**src/rtl/core/lfre_pkg.sv**
```systemverilog
// lfre_pkg: shared types and constants of the lamp fade ramp engine
// channel table entry, control states, field widths, beat layouts
// no dependencies
package lfre_pkg;

  // field and state widths
  localparam int LEVEL_BITS    = 12;
  localparam int FRACTION_BITS = 8;
  localparam int ACC_BITS      = LEVEL_BITS + FRACTION_BITS;
  localparam int SPEED_BITS    = 4;
  localparam int DELAY_BITS    = 8;
  localparam int CHAN_BITS     = 3;

  // speed codes
  localparam logic [SPEED_BITS-1:0] SPEED_JUMP = 4'd0;
  localparam logic [SPEED_BITS-1:0] SPEED_STOP = 4'd15;

  // 0.1 in fixed point, rounded to the nearest fraction lsb
  localparam int TENTH = ((1 << FRACTION_BITS) + 5) / 10;

  // divider sizing: numerator is (level+1) << FRACTION_BITS, two quotient bits a cycle
  localparam int NUM_BITS     = LEVEL_BITS + 1 + FRACTION_BITS;
  localparam int DIV_STEPS    = (NUM_BITS + 1) / 2;
  localparam int NUM_PAD      = 2 * DIV_STEPS;
  localparam int COUNT_BITS   = $clog2(DIV_STEPS);
  localparam int DIVISOR_BITS = 2 * SPEED_BITS;
  localparam int STEP_BITS    = NUM_BITS;

  // input tdata layout, lowest bit first
  localparam int IN_CHAN_LSB   = 0;
  localparam int IN_TARGET_LSB = IN_CHAN_LSB + CHAN_BITS;
  localparam int IN_SPEED_LSB  = IN_TARGET_LSB + LEVEL_BITS;
  localparam int IN_DELAY_LSB  = IN_SPEED_LSB + SPEED_BITS;
  localparam int IN_FORCE_BIT  = IN_DELAY_LSB + DELAY_BITS;
  localparam int IN_FORCED_LSB = IN_FORCE_BIT + 1;
  localparam int IN_DATA_BITS  = 40;

  // output tdata layout, lowest bit first
  localparam int OUT_CHAN_LSB  = 0;
  localparam int OUT_LEVEL_LSB = OUT_CHAN_LSB + CHAN_BITS;
  localparam int OUT_RAMP_BIT  = OUT_LEVEL_LSB + LEVEL_BITS;
  localparam int OUT_BUSY_BIT  = OUT_RAMP_BIT + 1;
  localparam int OUT_PAD_BITS  = 7;
  localparam int OUT_DATA_BITS = 24;

  // item kinds carried on tuser
  localparam logic KIND_TICK    = 1'b0;
  localparam logic KIND_PROGRAM = 1'b1;

  // one channel table entry; the level is the integer part of acc
  typedef struct packed {
    logic [ACC_BITS-1:0]   acc;
    logic [LEVEL_BITS-1:0] target;
    logic [SPEED_BITS-1:0] speed;
    logic [DELAY_BITS-1:0] delay;
  } chan_entry_t;

  typedef enum logic [2:0] {
    ST_IDLE,
    ST_READ,
    ST_DIVIDE,
    ST_STEP,
    ST_FINISH
  } state_t;

endpackage

```
**src/rtl/core/lfre_ram.sv**
```systemverilog
// lfre_ram: generic single write port, single read port ram with registered read
// no dependencies
module lfre_ram #(
  parameter int WIDTH = 44,
  parameter int DEPTH = 6
) (
  input  logic                                        clk,
  input  logic                                        we,
  input  logic [((DEPTH > 1) ? $clog2(DEPTH) : 1)-1:0] wr_addr,
  input  logic [WIDTH-1:0]                            wr_data,
  input  logic                                        rd_en,
  input  logic [((DEPTH > 1) ? $clog2(DEPTH) : 1)-1:0] rd_addr,
  output logic [WIDTH-1:0]                            rd_data
);

  logic [WIDTH-1:0] mem [DEPTH];

  always_ff @(posedge clk) begin
    if (we) begin
      mem[wr_addr] <= wr_data;
    end
    if (rd_en) begin
      rd_data <= mem[rd_addr];
    end
  end

endmodule

```
**src/rtl/core/lamp_fade_ramp_engine_unit.sv**
```systemverilog
// lamp_fade_ramp_engine_unit: dimmer channel table with per-channel fade ramps
// depends on lfre_pkg and lfre_ram
// a beat passes ST_READ and ST_FINISH; a ramp step also passes ST_DIVIDE and ST_STEP;
//   ST_FINISH waits for a free output register, and a new beat is taken only in ST_IDLE;
//   the ramp step is set by the 2-bit-per-cycle divider over a 21-bit numerator
// reset: rst clears control and the per-channel valid bits; unwritten channels read as zero
module lamp_fade_ramp_engine_unit #(
  parameter int CHANNELS = 6
) (
  input  logic                               clk,
  input  logic                               rst,
  // slave side
  input  logic                               s_tvalid,
  output logic                               s_tready,
  // channel, target_level, ramp_speed, start_delay, force_level, forced_value
  input  logic [lfre_pkg::IN_DATA_BITS-1:0]  s_tdata,
  // kind
  input  logic                               s_tuser,
  // master side
  output logic                               m_tvalid,
  input  logic                               m_tready,
  // out_channel, level, ramping, busy_res, zero pad
  output logic [lfre_pkg::OUT_DATA_BITS-1:0] m_tdata
);

  localparam int ADDR_BITS  = (CHANNELS > 1) ? $clog2(CHANNELS) : 1;
  localparam int ENTRY_BITS = $bits(lfre_pkg::chan_entry_t);
  localparam logic [6:0] CH_COUNT = 7'(CHANNELS);

  lfre_pkg::state_t state, state_next;

  // item registers
  logic                                   item_kind;
  logic [lfre_pkg::CHAN_BITS-1:0]         item_channel;
  logic                                   item_in_range;
  logic [lfre_pkg::LEVEL_BITS-1:0]        item_target;
  logic [lfre_pkg::SPEED_BITS-1:0]        item_speed;
  logic [lfre_pkg::DELAY_BITS-1:0]        item_delay;
  logic                                   item_force;
  logic [lfre_pkg::LEVEL_BITS-1:0]        item_forced;

  // working copy of the entry and result flags
  logic [lfre_pkg::ACC_BITS-1:0]          w_acc;
  logic [lfre_pkg::LEVEL_BITS-1:0]        w_target;
  logic [lfre_pkg::SPEED_BITS-1:0]        w_speed;
  logic [lfre_pkg::DELAY_BITS-1:0]        w_delay;
  logic                                   res_ramp;
  logic                                   res_busy;
  logic                                   ramp_pending;
  logic                                   rising;
  logic                                   do_write;

  // outcome of the table read
  logic [lfre_pkg::ACC_BITS-1:0]          w_acc_next;
  logic [lfre_pkg::LEVEL_BITS-1:0]        w_target_next;
  logic [lfre_pkg::SPEED_BITS-1:0]        w_speed_next;
  logic [lfre_pkg::DELAY_BITS-1:0]        w_delay_next;
  logic                                   res_ramp_next;
  logic                                   res_busy_next;
  logic                                   ramp_pending_next;

  // divider
  logic [lfre_pkg::DIVISOR_BITS-1:0]      divisor;
  logic [lfre_pkg::DIVISOR_BITS-1:0]      rem;
  logic [lfre_pkg::NUM_PAD-1:0]           num;
  logic [lfre_pkg::NUM_PAD-1:0]           quo;
  logic [lfre_pkg::COUNT_BITS-1:0]        div_count;
  logic [lfre_pkg::STEP_BITS-1:0]         step;

  // memory and valid bits
  logic [CHANNELS-1:0]                    entry_valid;
  logic                                   ram_we;
  logic [ADDR_BITS-1:0]                   ram_wr_addr;
  logic [ENTRY_BITS-1:0]                  ram_wr_data;
  logic                                   ram_rd_en;
  logic [ADDR_BITS-1:0]                   ram_rd_addr;
  logic [ENTRY_BITS-1:0]                  ram_rd_data;
  lfre_pkg::chan_entry_t                  entry;
  logic [lfre_pkg::LEVEL_BITS-1:0]        entry_level;

  logic                                   accept;
  logic                                   out_load;

  // divider step signals
  logic [lfre_pkg::DIVISOR_BITS:0]        r9a, r9b;
  logic                                   qa, qb;
  logic [lfre_pkg::DIVISOR_BITS-1:0]      ra, rb;

  // ramp finish signals
  logic [lfre_pkg::ACC_BITS+1:0]          rise_sum;
  logic [lfre_pkg::STEP_BITS-1:0]         fall_diff;
  logic [lfre_pkg::ACC_BITS-1:0]          fall_acc;
  logic [lfre_pkg::ACC_BITS-1:0]          clamp_acc;
  logic [lfre_pkg::ACC_BITS-1:0]          final_acc;

  lfre_ram #(
    .WIDTH (ENTRY_BITS),
    .DEPTH (CHANNELS)
  ) u_table (
    .clk     (clk),
    .we      (ram_we),
    .wr_addr (ram_wr_addr),
    .wr_data (ram_wr_data),
    .rd_en   (ram_rd_en),
    .rd_addr (ram_rd_addr),
    .rd_data (ram_rd_data)
  );

  assign accept      = s_tvalid && s_tready;
  assign ram_rd_en   = accept;
  assign ram_rd_addr = ADDR_BITS'(s_tdata[lfre_pkg::IN_CHAN_LSB +: lfre_pkg::CHAN_BITS]);
  assign ram_wr_addr = ADDR_BITS'(item_channel);
  assign ram_wr_data = {final_acc, w_target, w_speed, w_delay};

  // an entry never written reads as its reset value of zero
  assign entry       = entry_valid[ram_wr_addr] ? lfre_pkg::chan_entry_t'(ram_rd_data)
                                                : '0;
  assign entry_level = entry.acc[lfre_pkg::ACC_BITS-1:lfre_pkg::FRACTION_BITS];

  // decide what the item does to the entry once it has been read
  always_comb begin
    w_acc_next        = entry.acc;
    w_target_next     = entry.target;
    w_speed_next      = entry.speed;
    w_delay_next      = entry.delay;
    res_ramp_next     = 1'b0;
    res_busy_next     = 1'b0;
    ramp_pending_next = 1'b0;
    if (!item_in_range) begin
      // out of range channel reports level zero and touches nothing
      w_acc_next = '0;
    end else if (item_kind == lfre_pkg::KIND_PROGRAM) begin
      w_target_next = item_target;
      w_speed_next  = item_speed;
      w_delay_next  = item_delay;
      if (item_force) begin
        w_acc_next = {item_forced, lfre_pkg::FRACTION_BITS'(0)};
      end
    end else if (entry_level == entry.target) begin
      // at target, nothing moves
    end else if (entry.delay != '0) begin
      w_delay_next  = entry.delay - 1'b1;
      res_busy_next = 1'b1;
    end else if (entry.speed == lfre_pkg::SPEED_JUMP) begin
      w_acc_next = {entry.target, lfre_pkg::FRACTION_BITS'(0)};
    end else if (entry.speed == lfre_pkg::SPEED_STOP) begin
      w_target_next = entry_level;
    end else begin
      res_ramp_next     = 1'b1;
      res_busy_next     = 1'b1;
      ramp_pending_next = 1'b1;
    end
  end

  // two restoring division steps a cycle, remainder stays below the divisor
  always_comb begin
    r9a = {rem, num[lfre_pkg::NUM_PAD-1]};
    qa  = (r9a >= {1'b0, divisor});
    ra  = qa ? lfre_pkg::DIVISOR_BITS'(r9a - {1'b0, divisor})
             : r9a[lfre_pkg::DIVISOR_BITS-1:0];
    r9b = {ra, num[lfre_pkg::NUM_PAD-2]};
    qb  = (r9b >= {1'b0, divisor});
    rb  = qb ? lfre_pkg::DIVISOR_BITS'(r9b - {1'b0, divisor})
             : r9b[lfre_pkg::DIVISOR_BITS-1:0];
  end

  // apply the ramp step: clamp at the target both ways, floor at zero when falling
  always_comb begin
    clamp_acc = {w_target, lfre_pkg::FRACTION_BITS'(0)};
    rise_sum  = {2'b00, w_acc} + {1'b0, step};
    fall_diff = {1'b0, w_acc} - step;
    fall_acc  = ({1'b0, w_acc} > step) ? fall_diff[lfre_pkg::ACC_BITS-1:0] : '0;
    final_acc = w_acc;
    if (ramp_pending) begin
      if (rising) begin
        if (rise_sum[lfre_pkg::ACC_BITS+1:lfre_pkg::FRACTION_BITS] > {2'b00, w_target}) begin
          final_acc = clamp_acc;
        end else begin
          final_acc = rise_sum[lfre_pkg::ACC_BITS-1:0];
        end
      end else begin
        if (fall_acc[lfre_pkg::ACC_BITS-1:lfre_pkg::FRACTION_BITS] < w_target) begin
          final_acc = clamp_acc;
        end else begin
          final_acc = fall_acc;
        end
      end
    end
  end

  // control state register
  always_ff @(posedge clk) begin
    if (rst) begin
      state <= lfre_pkg::ST_IDLE;
    end else begin
      state <= state_next;
    end
  end

  // next state and control outputs
  always_comb begin
    state_next = state;
    s_tready   = 1'b0;
    ram_we     = 1'b0;
    out_load   = 1'b0;
    case (state)
      lfre_pkg::ST_IDLE: begin
        s_tready = 1'b1;
        if (s_tvalid) begin
          state_next = lfre_pkg::ST_READ;
        end
      end
      lfre_pkg::ST_READ: begin
        // a tick that must move along a ramp goes through the divider
        if (ramp_pending_next) begin
          state_next = lfre_pkg::ST_DIVIDE;
        end else begin
          state_next = lfre_pkg::ST_FINISH;
        end
      end
      lfre_pkg::ST_DIVIDE: begin
        if (div_count == lfre_pkg::COUNT_BITS'(lfre_pkg::DIV_STEPS - 1)) begin
          state_next = lfre_pkg::ST_STEP;
        end
      end
      lfre_pkg::ST_STEP: begin
        state_next = lfre_pkg::ST_FINISH;
      end
      lfre_pkg::ST_FINISH: begin
        // wait for the output register to free up
        if (!m_tvalid || m_tready) begin
          out_load   = 1'b1;
          ram_we     = do_write;
          state_next = lfre_pkg::ST_IDLE;
        end
      end
      default: begin
        state_next = lfre_pkg::ST_IDLE;
      end
    endcase
  end

  // item capture
  always_ff @(posedge clk) begin
    if (accept) begin
      item_kind     <= s_tuser;
      item_channel  <= s_tdata[lfre_pkg::IN_CHAN_LSB +: lfre_pkg::CHAN_BITS];
      item_in_range <= ({4'b0000, s_tdata[lfre_pkg::IN_CHAN_LSB +: lfre_pkg::CHAN_BITS]}
                        < CH_COUNT);
      item_target   <= s_tdata[lfre_pkg::IN_TARGET_LSB +: lfre_pkg::LEVEL_BITS];
      item_speed    <= s_tdata[lfre_pkg::IN_SPEED_LSB +: lfre_pkg::SPEED_BITS];
      item_delay    <= s_tdata[lfre_pkg::IN_DELAY_LSB +: lfre_pkg::DELAY_BITS];
      item_force    <= s_tdata[lfre_pkg::IN_FORCE_BIT];
      item_forced   <= s_tdata[lfre_pkg::IN_FORCED_LSB +: lfre_pkg::LEVEL_BITS];
    end
  end

  // entry update and divider datapath
  always_ff @(posedge clk) begin
    case (state)
      lfre_pkg::ST_READ: begin
        w_acc        <= w_acc_next;
        w_target     <= w_target_next;
        w_speed      <= w_speed_next;
        w_delay      <= w_delay_next;
        res_ramp     <= res_ramp_next;
        res_busy     <= res_busy_next;
        ramp_pending <= ramp_pending_next;
        do_write     <= item_in_range;
        rising       <= (entry_level < entry.target);
        divisor      <= entry.speed * entry.speed;
        rem          <= '0;
        quo          <= '0;
        div_count    <= '0;
        num          <= lfre_pkg::NUM_PAD'({({1'b0, entry_level} + 13'd1),
                                            lfre_pkg::FRACTION_BITS'(0)});
      end
      lfre_pkg::ST_DIVIDE: begin
        rem       <= rb;
        num       <= {num[lfre_pkg::NUM_PAD-3:0], 2'b00};
        quo       <= {quo[lfre_pkg::NUM_PAD-3:0], qa, qb};
        div_count <= div_count + 1'b1;
      end
      lfre_pkg::ST_STEP: begin
        step <= quo[lfre_pkg::STEP_BITS-1:0]
                + lfre_pkg::STEP_BITS'(lfre_pkg::TENTH);
      end
      default: begin
      end
    endcase
  end

  // per-channel valid bits stand in for clearing the table
  always_ff @(posedge clk) begin
    if (rst) begin
      entry_valid <= '0;
    end else if (ram_we) begin
      entry_valid[ram_wr_addr] <= 1'b1;
    end
  end

  // output register
  always_ff @(posedge clk) begin
    if (rst) begin
      m_tvalid <= 1'b0;
    end else if (out_load) begin
      m_tvalid <= 1'b1;
    end else if (m_tready) begin
      m_tvalid <= 1'b0;
    end
  end

  always_ff @(posedge clk) begin
    if (out_load) begin
      m_tdata <= {lfre_pkg::OUT_PAD_BITS'(0), res_busy, res_ramp,
                  final_acc[lfre_pkg::ACC_BITS-1:lfre_pkg::FRACTION_BITS], item_channel};
    end
  end

`ifndef SYNTHESIS
  // a table write always comes with a result beat
  a_write_gives_beat: assert property (@(posedge clk) disable iff (rst)
    ram_we |=> m_tvalid)
    else $error("table written without a result beat");

  // only one item in flight
  a_one_in_flight: assert property (@(posedge clk) disable iff (rst)
    accept |=> !s_tready)
    else $error("second item accepted while one is in flight");

  // divider count stays within its steps
  a_div_count: assert property (@(posedge clk) disable iff (rst)
    (state == lfre_pkg::ST_DIVIDE)
      |-> (div_count < lfre_pkg::COUNT_BITS'(lfre_pkg::DIV_STEPS)))
    else $error("divider ran past its last step");

  // a ramp step always reports busy
  a_ramp_busy: assert property (@(posedge clk) disable iff (rst)
    m_tvalid |-> (!m_tdata[lfre_pkg::OUT_RAMP_BIT] || m_tdata[lfre_pkg::OUT_BUSY_BIT]))
    else $error("ramping without busy");

  // the divider is only entered for a ramping tick
  a_divide_ramp: assert property (@(posedge clk) disable iff (rst)
    (state == lfre_pkg::ST_DIVIDE) |-> (ramp_pending && do_write))
    else $error("divider running without a ramp step");
`endif

endmodule
```
**config.mk**
```make
export PLATFORM = sky130hd
export DESIGN_NAME = lamp_fade_ramp_engine_unit
export DESIGN_NICKNAME = d
export VERILOG_FILES = /design/src/rtl/core/lfre_pkg.sv /design/src/rtl/core/lfre_ram.sv /design/src/rtl/core/lamp_fade_ramp_engine_unit.sv
export SDC_FILE = /design/constraint.sdc
export NUM_CORES = 1
export LEC_CHECK = 0
export ABC_AREA = 1
export BUFFER_PORTS_ARGS = -buffer_cell sky130_fd_sc_hd__buf_2
export CORE_AREA = 3 3 171 340
export DETAILED_ROUTE_END_ITERATION = 7
export DIE_AREA = 0 0 174 343
export GPL_TIMING_DRIVEN = 1
export PLACE_DENSITY = 0.68
export SYNTH_ARGS = -nofsm -noshare
export SYNTH_HDL_FRONTEND = slang
export SYNTH_HIERARCHICAL = 1
export SYNTH_SLANG_ARGS = --single-unit
```
**constraint.sdc**
```tcl
create_clock -name clk -period 6.7 [get_ports clk]
set_input_delay 0 -clock clk [delete_from_list [all_inputs] [get_ports clk]]
set_output_delay 0 -clock clk [all_outputs]
set_load 0.01 [all_outputs]
```
[Word level (Yosys, flattened, before mapping)]
Memories as Yosys holds them, arrays and structs flattened. A register that Yosys moved wholly into a read port is not among the register bits.
Cells that the tools add are included.
Cells by class
  $add $sub $neg: 8
  $mul: 1
  $lt $le $gt $ge: 9
  equal/unequal tests: 10
  mux-type cells: 54
  bitwise gates (word level): 2
  reduce and logical (&&, ||, !) cells: 11
Operator list (count)
  20-bit two-way mux: 10
  12-bit two-way mux: 6
  8-bit two-way mux: 6
  44-bit two-way mux: 1
  22-bit case mux with 2 select lines: 1
  21-bit case mux with 2 select lines: 1
  12-bit less-than comparator: 2
  20-bit by 21-bit adder with 22-bit output: 1
  21-bit by 5-bit adder with 21-bit output (second input constant): 1
  20-bit by 21-bit greater-than comparator with 1-bit output: 1
  20-bit subtractor: 1
  9-bit by 8-bit greater-or-equal comparator with 1-bit output: 2
  1-bit two-way mux: 18
  8-bit case mux with 2 select lines: 1
  8-bit subtractor: 2
  3-bit case mux with 5 select lines: 1
  14-bit by 12-bit greater-than comparator with 1-bit output: 1
  12-bit by 1-bit adder with 13-bit output (second input constant): 1
  12-bit == test: 1
  3-bit two-way mux: 4
  4-bit == test (second input constant): 2
  4-bit by 4-bit multiplier with 8-bit output: 1
  4-bit two-way mux: 2
  4-bit case mux with 2 select lines: 1
  other kinds (22): 27
Word-level totals
  flip-flop bits (word level): 201
  memory bits (writable): 264
  logic and storage cells: 122
  memories kept: 1
Memory list
  u_table.mem: words 6, bits a word 44, rd ports 1, clocked after Yosys merged registers in 1, write ports 1, RTL line lfre_ram.sv:16  | logic [WIDTH-1:0] mem [DEPTH];

[Longest topological paths before layout]
Gate-level depths: netlist (run 1).
  word-level depth: 12
  mapped depth: 31
  gate-level depth less buffers: 29

[Hierarchy]
Netlist (run 1), hierarchy kept.
Modules (own cells, without submodules)
  lamp_fade_ramp_engine_unit: times used 1, cells an instance 1679, area an instance 13367.8 µm², seq. area each 5665.4 µm²
  lfre_ram: times used 1, cells an instance 856, area an instance 11673.7 µm², seq. area each 9248.9 µm²

[Worst setup path before layout (run 1)]
OpenSTA, ideal clock, no wires.
  path kind: reg2reg
  from: register state[0]
  to: register item_channel[0] (netlist bit) (enable)
  setup time: 0.636 ns
  arrival: 6.285 ns
  required time: 6.064 ns
  slack: -0.221 ns
  cell stages (with the launch flop): 4
  path buffers: 0
  period minus slack after synthesis: 6.921 ns
  cells stage by stage: dfxtp_1 > nor2_1 > inv_1 > nor3_1
Between the ends
  word-level cells in the longest chain between the ends: 3
Ends and longest elaborated chain
  start, declared: RTL line lamp_fade_ramp_engine_unit.sv:30  | lfre_pkg::state_t state, state_next;
  start signal, assigned: RTL line lamp_fade_ramp_engine_unit.sv:194  | state <= lfre_pkg::ST_IDLE;
  start signal, assigned: RTL line lamp_fade_ramp_engine_unit.sv:196  | state <= state_next;
  3-bit logical NOT: RTL line lamp_fade_ramp_engine_unit.sv:206  | case (state)
  1-bit two-way mux: RTL line lamp_fade_ramp_engine_unit.sv:206
  1-bit logical AND: RTL line lamp_fade_ramp_engine_unit.sv:109  | assign accept = s_tvalid && s_tready;
  named net accept: RTL line lamp_fade_ramp_engine_unit.sv:81  | logic accept;
  end signal, assigned: RTL line lamp_fade_ramp_engine_unit.sv:247  | item_channel <= s_tdata[lfre_pkg::IN_CHAN_LSB +: lfre_pkg::CHAN_BITS];
  end, declared: RTL line lamp_fade_ramp_engine_unit.sv:34  | logic [lfre_pkg::CHAN_BITS-1:0] item_channel;
The timed path passes the listed nets, and every way through them passes these cells.
A chain may end at the register's enable or synchronous reset.

[Worst setup path after layout (run 1)]
  from: register step[14] (netlist bit)
  to: memory u_table.mem[2][40], data pin
Between the ends
  word-level cells in the longest chain between the ends: 6
Ends and longest elaborated chain
  start, declared: RTL line lamp_fade_ramp_engine_unit.sv:68  | logic [lfre_pkg::STEP_BITS-1:0] step;
  start signal, assigned: RTL line lamp_fade_ramp_engine_unit.sv:285  | step <= quo[lfre_pkg::STEP_BITS-1:0]
  20-bit subtractor / 20-bit by 21-bit greater-than comparator with 1-bit output (equally long branches): RTL line lamp_fade_ramp_engine_unit.sv:171, lamp_fade_ramp_engine_unit.sv:172
  20-bit two-way mux: RTL line lamp_fade_ramp_engine_unit.sv:172  | fall_acc = ({1'b0, w_acc} > step) ? fall_diff[lfre_pkg::ACC_BITS-1:0] : '0;
  12-bit less-than comparator: RTL line lamp_fade_ramp_engine_unit.sv:182  | if (fall_acc[lfre_pkg::ACC_BITS-1:lfre_pkg::FRACTION_BITS] < w_target) begin
  20-bit two-way mux: RTL line lamp_fade_ramp_engine_unit.sv:182
  20-bit two-way mux (*): RTL line lamp_fade_ramp_engine_unit.sv:175  | if (rising) begin
  20-bit two-way mux (*): RTL line lamp_fade_ramp_engine_unit.sv:174  | if (ramp_pending) begin
  named net final_acc, one bit: RTL line lamp_fade_ramp_engine_unit.sv:94  | logic [lfre_pkg::ACC_BITS-1:0] final_acc;
  end, declared: RTL line lfre_ram.sv:16
The timed path passes the listed nets; every way through them passes the cells marked *.

==> results.md, run 1 <==
* Pwr Density at 255 mW/mm²
* Worst slew pin tran at 0.987 ns
* Die width at 174 µm
* Initial Util at 0.447
* Tmin final at 6.16 ns
* Num rows at 123
* Clock power share at 0.350
* Critical path data required time at 7.01 ns
* Status: finished clean
* Final Max Slew Viols at 0
* Worst-path clk slew at 0.07 ns
* Max stage delay cell, worst path: edfxtp_1
* Worst Hold Class: primary input to register
* Post-Route WL at 76.8 mm
* Sw Share at 0.270
* RSZ-0062 raised after global routing: false
* Net Switching at 1920 µW
* Clk root buf: clkbuf_16
* Skew-Pair Late Insertion Delay at 0.59 ns
* Post-Synth Adder-Cell Area at 0.0529
* Vias per inst at 5.50
* Synthesized instance count at 2,535
* Mux cell area share after synthesis at 0
* Max incr delay on CP at 0.57 ns
* Ys Warns at 6
* Clock sink total at 500
* First DRT Iteration DRCs at 1,377
* DR DRC count at 0
* Initial antenna violation count at 0
* Max clock buf depth at 3
* I/O Pins at 71
* Part of the cycle the worst path needs at 0.920
* FFs w/ async S/R, synth at 0
* GRT Overall Usage at 0.254
* Worst hold margin at 0.122 ns
* Max Cap Viol at 0
* Drt first pass iters at 8
* Startpoint types: register
* N_diodes at 0
* Die height at 343 µm
* Post-synth top flop: edfxtp_1
* P_leak at 0.0114 µW
* Number of global-route vias before repair at 18,800
* Global-route wire length before repair at 114 mm
* CP max FO at 13
* Core area at 0.0560 mm²
* Yosys cell types at 50
* CP Capture Type: register
* TritonCTS buffer count at 43
* Power Internal at 5170 µW
* Syn Area/Cell at 9.88 µm²
* Final setup vio count at 0
* Setup TNS at 0 ns
* Die area at 0.0597 mm²
* Total power at 7090 µW
* WL/cell at 22.6 µm
* Slew headroom at 0.342
* Nets at 2,761
* GP Congestion at 0.999
* Compound-Gate Fraction of Synth Area at 0.0638
* Max VDD drop at 260 µV
* Share of cells above drive strength 1 at 0.0846
* Seq cells post-synth at 500
* Gate power share at 0.129
* Final ANT Viol Nets at 0
* EDFF count, synth at 490
* I/O Buffers at 63
* Simple-gate share of the synthesized area at 0.207
* Synth Area in XOR/XNOR at 0.0196
* Crit Path Category: register to register
* Clock Skew at 0.0252 ns
* Post-cts resize count at 0
* CP cell instances: inv_1 > ha_1 > nand2_1 > inv_1 > nand3_1 > nor3_1 > nand4_1 > nand2_1 > inv_1 > nand3_1 > inv_1 > ha_1 > nand4_1 > a21oi_1 > a2111oi_2 > buf_4 > nand2_1 > buf_4 > nand2_1 > nand3_1 > a21oi_1
* Grt total ovfl at 0
* Fmax achieved at 162 MHz
* Register area share after synthesis at 0.596
* H-tree levels at 2
* Post-Syn Area at 0.0250 mm²
* CTS tree: yes
* Largest net degree at the start of global routing at 82
* Flop pwr share at 0.521
* DP Wirelength at 54.4 mm
* Main combinational cell family by area after synthesis: simple AND/OR/NAND/NOR gates
* Vias post-DR at 18,700
* Final Hold Vio Count at 0
* Critical path arrival at 6.47 ns
* Synth-to-layout area growth at 11.2%
* Post-CTS setup buffer count at 0
==> cells in the mapped netlist (all sizes together) (2+ instances only) <==
cell / n / area share
ha: 101 / 0.050
inv: 250 / 0.038
o211ai: 13 / 0.0039
buf: 72 / 0.018
dfxtp: 10 / 0.0080
o22ai: 4 / 0.0010
a21oi: 95 / 0.019
a31o: 8 / 0.0028
nand3b: 5 / 0.0015
a221oi: 2 / 0.00070
nor3: 28 / 0.0071
nand2: 649 / 0.099
o21ai: 134 / 0.027
nor2: 260 / 0.040
a211oi: 3 / 0.00090
nand4: 21 / 0.0052
o31ai: 5 / 0.0015
nor4: 6 / 0.0015
edfxtp: 490 / 0.59
o21bai: 4 / 0.0012
clkbuf: 36 / 0.0054
or2: 6 / 0.0015
a31oi: 9 / 0.0022
xnor2: 7 / 0.0024
o21a: 3 / 0.00090
xor2: 49 / 0.017
a21o: 5 / 0.0015
fa: 3 / 0.0024
nand3: 250 / 0.050
==> logic make-up after synthesis <==
group / Yosys count
fa+ha+maj: 104
simple gates: 1226
other cells: 1
flops: 500
buf+inv: 359
xor+xnor: 56
compound gates: 289
==> worst max-delay path, delay by kind of cell (launching register included) <==
family,cells,cell delay [ns]
buffers and inverters,6,1.25
flip-flops,1,0.57
AND/OR/NAND/NOR,10,2.16
AO/OA/AOI/OAI,3,1.08
adder cells (fa/ha/maj),2,0.83
==> state kept, by name, summed over array words and instances, names as in the netlist, 3 cells and up <==
name,cells
m_tdata,17
item_channel,3
item_forced,12
w_delay,8
divisor,7
u_table/mem,264
item_speed,4
div_count,4
item_target,12
w_speed,4
w_target,12
num,14
item_delay,8
w_acc,20
state,3
step,21
entry_valid,6
u_table/rd_data,44
quo,21
rem,8
==> repair_timing <==
item | 4_1_cts | 5_1_grt
endpoints found under the setup margin | 0 | 0
hold buffers | 43 | 0
endpoints found under the hold margin | 51 | 0
==> worst paths after layout <==
path                from            endpoint  slack, ns  cells after the start
max             step[14]  u_table/mem[2][40]       0.54                     21
min          s_tdata[22]       item_delay[3]       0.12                      2
max reg2reg     step[14]  u_table/mem[2][40]       0.54                     21
min reg2reg     res_busy         m_tdata[16]       0.43                      0
==> power groups by stage <==
stage | clock network (µW) | logic [µW] | registers (µW)
detailed placement | 0 | 883 | 3760
CTS | 2520 | 909 | 3690
global route | 2630 | 1010 | 3700
global placement | 0 | 872 | 3760
floorplan | 0 | 601 | 3720
finish | 2480 | 913 | 3700
==> per-stage QoR <==
stage          utilization  cell area (µm²)  std cells  setup WS (ns)
2_1_floorplan            -            25100       2541           2.35
3_3_place_gp         0.465            26000       3274          0.607
3_5_place_dp         0.465            26000       3274          0.660
4_1_cts              0.497            27800       3397          0.636
5_1_grt              0.497            27800       3397          0.383
6_report             0.497            27800       3397          0.538
==> layout make-up <==
cell class              count  area [µm²]
repair buffers            134         958
clock buffers              49        1120
clock inverters            31         267
multi-input cells        1682        8700
fillers                  5082       28200
flip-flops and latches    500       14900
inverters                 251         945
well taps                 750         938
==> per-layer routing <==
| metal | share of wire | up-vias | global-route usage |
|---|---|---|---|
| met1 | 0.33 | 9031 | 0.246 |
| met2 | 0.54 | 696 | 0.489 |
| met3 | 0.041 | 248 | 0.0235 |
| li1 | - | 8713 | - |
| met4 | 0.087 | 0 | 0.190 |
| met5 | 0 | - | 0 |
==> cell usage in the layout (no fill, tap or decap), drive strengths merged, types with 3 or more instances in the layout <==
cell,instances
clkbuf,49
xor2,49
clkinv,21
nor2,260
nand3b,5
buf,91
xnor2,7
o31ai,5
clkinvlp,5
o21a,3
nor3,28
o22ai,4
a211oi,3
a31o,8
edfxtp,490
inv,254
nor4,6
o21ai,134
dlygate4sd3,43
conb,7
ha,101
o211ai,13
nand2,649
a21o,5
o21bai,4
a31oi,9
nand4,21
fa,3
or2,6
nand3,250
dfxtp,10
a21oi,95
(Power assumes the default switching activity.)
==> run 2, diff against run 1 <==
--- a/config.mk
+++ b/config.mk
@@ -11,7 +11,7 @@
 export DETAILED_ROUTE_END_ITERATION = 7
 export DIE_AREA = 0 0 174 343
 export GPL_TIMING_DRIVEN = 1
-export PLACE_DENSITY = 0.68
+export PLACE_DENSITY = 0.65
 export SYNTH_ARGS = -nofsm -noshare
 export SYNTH_HDL_FRONTEND = slang
 export SYNTH_HIERARCHICAL = 1
==> constraint.sdc (replaced) <==
create_clock -name clk -period 6.45 [get_ports clk]
set_input_delay 0 -clock clk [delete_from_list [all_inputs] [get_ports clk]]
set_output_delay 0 -clock clk [all_outputs]
set_load 0.01 [all_outputs]
==> run 2 against run 1 <==
Net effect: wire length decreased by 1.0%; register-to-register slack about the same; critical path depth increased by 2; clock-buffer cell count increased by 4; largest power group unchanged; cell count increased by 0.26%.
==> results.md, run 2 (synthesis gave the netlist of run 1 again) <==
* Status: finished clean
* Met3 Use GR at 0.0252
* Met2 Usage GRT at 0.468
* Post-Route WL at 76.0 mm
* Die area at 0.0597 mm²
* Top flop regs: u_table/mem x264, u_table/rd_data x44
* Crit path depth at 23
* Worst Hold Class: primary input to register
* Num rows at 123
* Die width at 174 µm
* Number of global-route vias before repair at 19,500
* Die height at 343 µm
* Crit path to: m_tdata[10]
* Setup TNS at 0 ns
* Commonest non-fill, non-tap cell in the layout: nand2_1
* Met1 Usage GRT at 0.255
* Vias per inst at 5.55
* Total power at 7510 µW
* GR peak layer: met2
* DP Wirelength at 52.7 mm
* Worst hold margin at 0.115 ns
* Largest net degree at the start of global routing at 92
* R2R Path End: m_tdata[10]
* Drt first pass iters at 5
* CTS Hold Buffers Added at 43
* I/O Pins at 71
* Part of the cycle the worst path needs at 0.917
* Core area at 0.0560 mm²
* Vias post-DR at 18,900
* Share of cells above drive strength 1 at 0.0847
* First DRT Iteration DRCs at 1,618
* Final setup vio count at 0
* GP Congestion at 1.04
* CP Capture Type: register
* Max clock buf depth at 3
* WL/cell at 22.3 µm
* R2R Setup Slk at 0.53 ns
* Skew-Pair Late Insertion Delay at 0.60 ns
* Clock Skew at 0.0308 ns
* Initial Util at 0.447
* CP cell instances: inv_1 > fa_1 > o31ai_1 > inv_1 > o21ai_1 > nand2_1 > nand3_1 > xor2_1 > inv_1 > ha_1 > nand2_1 > nor3_1 > nand2_1 > nand2_1 > nand2_1 > o21ai_0 > nand2_1 > inv_1 > nand2_1 > nand3_1 > nand2_1 > nand2_1 > nand2_1
* Nets at 2,771
* Area occupied by registers at 0.0149 mm²
* Synth-to-layout area growth at 11.7%
* Crit Path Category: register to register
* Tmin final at 5.92 ns
* Post-CTS setup buffer count at 0
* Family with the most delay on the worst path: simple AND/OR/NAND/NOR gates
* GRT Overall Usage at 0.250
* Clk root buf: clkbuf_16
* Global-route wire length before repair at 113 mm
* Slew headroom at 0.276
* Worst slew pin tran at 1.09 ns
* Buf/Inv on CP at 4
* CP max FO at 14
* Max VDD drop at 222 µV
* DR DRC count at 0
* R2r worst-path depth at 23
* Biggest register: u_table/mem
* Critical path data required time at 6.68 ns
* Final Hold Vio Count at 0
* RSZ-0062 raised after global routing: false
* Worst r2r src: w_acc[1]
* # fillers at 5,055
* Most frequent CP cell: nand2_1
* Pwr Density at 268 mW/mm²
* P_leak at 0.0114 µW
* Final Max Slew Viols at 0
* I/O Buffers at 63
* Startpoint types: register
* Final ANT Viol Nets at 0
* TritonCTS buffer count at 45
* Max Cap Viol at 0
* Critical path arrival at 6.15 ns
* Most frequent cells in the layout: nand2_1, edfxtp_1, nand3_1
* Pre-CTS setup slack at 0.639 ns
* Clock sink total at 500
* Final WS setup at 0.533 ns
* Post-cts resize count at 0
* Grt total ovfl at 0
* Crit. Startpoint: w_acc[1]
* Area of the multi-input gates at 0.00871 mm²
* Fmax achieved at 169 MHz
* Max stage delay cell, worst path: o31ai_1
* H-tree levels at 2
* CTS tree: yes
* Max incr delay on CP at 0.55 ns
* Initial antenna violation count at 1
* Worst-path clk slew at 0.07 ns
* Max FFs per register at 264
[run 2: cell type report]
class	count	area share
multi-input cells	1682	0.311
clock inverters	27	0.00953
repair buffers	142	0.0364
well taps	750	0.0335
clock buffers	53	0.0421
diodes	1	0.0000895
flip-flops and latches	500	0.533
inverters	251	0.0338
[run 2: per-stage QoR]
stage          std cells   util  cell area, µm²
2_1_floorplan       2541      -           25100
3_3_place_gp        3282  0.466           26100
3_5_place_dp        3282  0.466           26100
4_1_cts             3405  0.499           28000
5_1_grt             3406  0.499           28000
6_report            3406  0.499           28000
[run 2: metal layers]
layer	part of all wire	vias to the layer above
li1	-	8740
met2	0.53	759
met3	0.046	283
met1	0.34	9135
met5	0	-
met4	0.082	0
[run 2: where the power goes]
| part | internal [µW] | switching [µW] |
|---|---|---|
| registers | 3740 | 93.1 |
| clock network | 1480 | 1230 |
| logic | 281 | 689 |
| total | 5500 | 2010 |
[run 2: how the worst min path moves through the flow]
| stage | from | endpoint | slack (ns) | cells past startpoint |
|---|---|---|---|---|
| floorplan | s_tdata[0] | item_channel[0] | 0.1 | 0 |
| global placement | s_tdata[16] | item_speed[1] | 0.18 | 1 |
| detailed placement | s_tdata[22] | item_delay[3] | 0.18 | 1 |
| CTS | s_tdata[7] | item_target[4] | 0.09 | 2 |
| global route | s_tdata[23] | item_delay[4] | 0.11 | 2 |
| finish | s_tdata[21] | item_delay[2] | 0.11 | 2 |
[run 2: worst register-to-register path: cells and delay by family, from the launching register on]
kind	cells	cell delay, ns
XOR/XNOR	1	0.30
AO/OA/AOI/OAI	3	1.13
adder cells (fa/ha/maj)	2	0.78
flip-flops	1	0.45
buffers and inverters	4	0.86
AND/OR/NAND/NOR	13	2.05
==> run 3, diff against run 2 <==
--- a/config.mk
+++ b/config.mk
@@ -12,6 +12,7 @@
 export DIE_AREA = 0 0 174 343
 export GPL_TIMING_DRIVEN = 1
 export PLACE_DENSITY = 0.65
+export RECOVER_POWER = 100
 export SYNTH_ARGS = -nofsm -noshare
 export SYNTH_HDL_FRONTEND = slang
 export SYNTH_HIERARCHICAL = 1
==> run 3 against run 2 <==
Net effect: the run now ends with capacitance limit, slew limit left; largest power group unchanged; first-iteration DRC count fell by 0.43%; clock-buffer cell count is the same; power barely moved.
==> results.md, run 3 (synthesis gave the netlist of run 1 again) <==
* Clk root buf: clkbuf_16
* Final Hold Vio Count at 0
* TritonCTS buffer count at 45
* Num rows at 123
* CP max FO at 27
* Final Max Slew Viols at 632
* H-tree levels at 2
* Post-cts resize count at 0
* Top flop regs: u_table/mem x264, u_table/rd_data x44
* Worst slew pin tran at 4.39 ns
* Max stage delay cell, worst path: clkbuf_1
* Max FFs per register at 264
* Worst r2r src: item_channel[1]
* Critical path data required time at 6.79 ns
* Worst-path clk slew at 0.07 ns
* Max incr delay on CP at 0.91 ns
* Largest net degree at the start of global routing at 92
* Slew headroom at -1.92
* Global-route wire length before repair at 113 mm
* Pre-CTS setup slack at 0.639 ns
* Grt total ovfl at 0
* Net Switching at 2000 µW
* Failing checks: capacitance limit, slew limit
* Startpoint types: register
* Synth-to-layout area growth at 11.0%
* DP Wirelength at 52.7 mm
* DR DRC count at 0
* Vias post-DR at 18,900
* Critical path arrival at 6.37 ns
* R2r worst-path depth at 19
* GP Congestion at 1.04
* Sw Share at 0.267
* Clock Skew at 0.0332 ns
* Clock sink total at 500
* Core area at 0.0560 mm²
* I/O Pins at 71
* Hold Path Stages at 2
* Most frequent CP cell: inv_1
* CTS tree: yes
* Pwr Density at 270 mW/mm²
* Number of global-route vias before repair at 19,500
* Final setup vio count at 0
* Flop pwr share at 0.512
* Worst Hold Class: primary input to register
* Fmax achieved at 166 MHz
* Commonest non-fill, non-tap cell in the layout: nand2_1
* P_leak at 0.0113 µW
* GRT Overall Usage at 0.250
* # fillers at 5,100
* R2R Path End: w_acc[10]
* Final ANT Viol Nets at 0
* Max Cap Viol at 15
* Status: complete, but fails checks
* I/O Buffers at 63
* Drt first pass iters at 6
* RSZ-0062 raised after global routing: false
* Die height at 343 µm
* HP Start: s_tdata[21]
* Total power at 7510 µW
* Tmin final at 6.03 ns
* Part of the cycle the worst path needs at 0.936
* Final WS setup at 0.416 ns
* Worst hold endpoint: item_delay[2]
* Vias per inst at 5.54
* Clock power share at 0.360
* Fin util at 0.496
* Share of cells above drive strength 1 at 0.0603
* First DRT Iteration DRCs at 1,611
* Post-Route WL at 75.9 mm
* Gate power share at 0.128
* Power Internal at 5500 µW
* Skew-Pair Late Insertion Delay at 0.60 ns
* Setup TNS at 0 ns
* Initial antenna violation count at 1
* Nets at 2,771
* CP Capture Type: register
* CP cell instances: inv_1 > nor3_1 > nand2_1 > nand3_1 > nor3_4 > clkbuf_1 > inv_1 > nand2_1 > inv_1 > ha_1 > nand4_1 > inv_1 > nand3_1 > inv_1 > nor2_8 > nand2_1 > buf_4 > a21oi_1 > o21ai_0
* Most frequent cells in the layout: nand2_1, edfxtp_1, nand3_1
* Max clock buf depth at 3
* WL/cell at 22.3 µm
* Crit Path Category: register to register
* Die area at 0.0597 mm²
* Max VDD drop at 221 µV
* R2R Setup Slk at 0.42 ns
* Worst hold margin at 0.114 ns
* Die width at 174 µm
* Initial Util at 0.447
* Biggest register: u_table/mem
[run 3: timing repair]
item | in CTS | in global routing
endpoints found under the hold margin | 55 | 0
setup buffers | 0 | 0
hold buffers | 43 | 0
[run 3: routing by layer]
metal	up-vias	part of all wire	track usage
li1	8752	-	-
met1	9097	0.34	0.255
met2	759	0.53	0.468
met3	283	0.047	0.0252
met4	0	0.082	0.185
met5	-	0	0
[run 3: worst max path at each step]
| stage | from | endpoint | slack [ns] | cells after the start |
|---|---|---|---|---|
| after floorplan | w_acc[0] | m_tdata[11] | 2.10 | 21 |
| final | item_channel[1] | w_acc[10] | 0.42 | 19 |
| after global routing | w_acc[1] | u_table/mem[0][42] | 0.12 | 23 |
| after detailed placement | w_acc[1] | m_tdata[10] | 0.64 | 23 |
| after global placement | w_acc[1] | m_tdata[10] | 0.74 | 23 |
| after CTS | w_acc[1] | m_tdata[10] | 0.60 | 23 |
[run 3: final cells by class]
class	count	area (µm²)	area share
Inverter	251	945	0.0340
Clock buffer	53	1180	0.0424
Clock inverter	27	267	0.00959
Tap cell	750	938	0.0338
Multi-Input combinational cell	1682	8650	0.311
Sequential cell	500	14900	0.537
Antenna cell	2	5.00	0.000180
Timing Repair Buffer	142	897	0.0323
[run 3: per-stage QoR]
stage	instances	area (µm²)
floorplan	2541	25100
global placement	3282	26100
detailed placement	3282	26100
CTS	3405	28000
global route	3406	27800
finish	3407	27800
[run 3: critical path: cells and delay by family, from the launching register on]
kind	cells	cell delay, ns
AO/OA/AOI/OAI	2	0.51
adder cells (fa/ha/maj)	1	0.35
AND/OR/NAND/NOR	9	1.63
buffers and inverters	7	2.77
flip-flops	1	0.48
[run 3: power by group through the flow]
stage               Clock (µW)  Combinational, µW  Sequential, µW
floorplan                    0                624            3860
global placement             0                932            3900
detailed placement           0                936            3900
CTS                       2750                961            3830
global route              2860               1060            3850
finish                    2700                959            3840
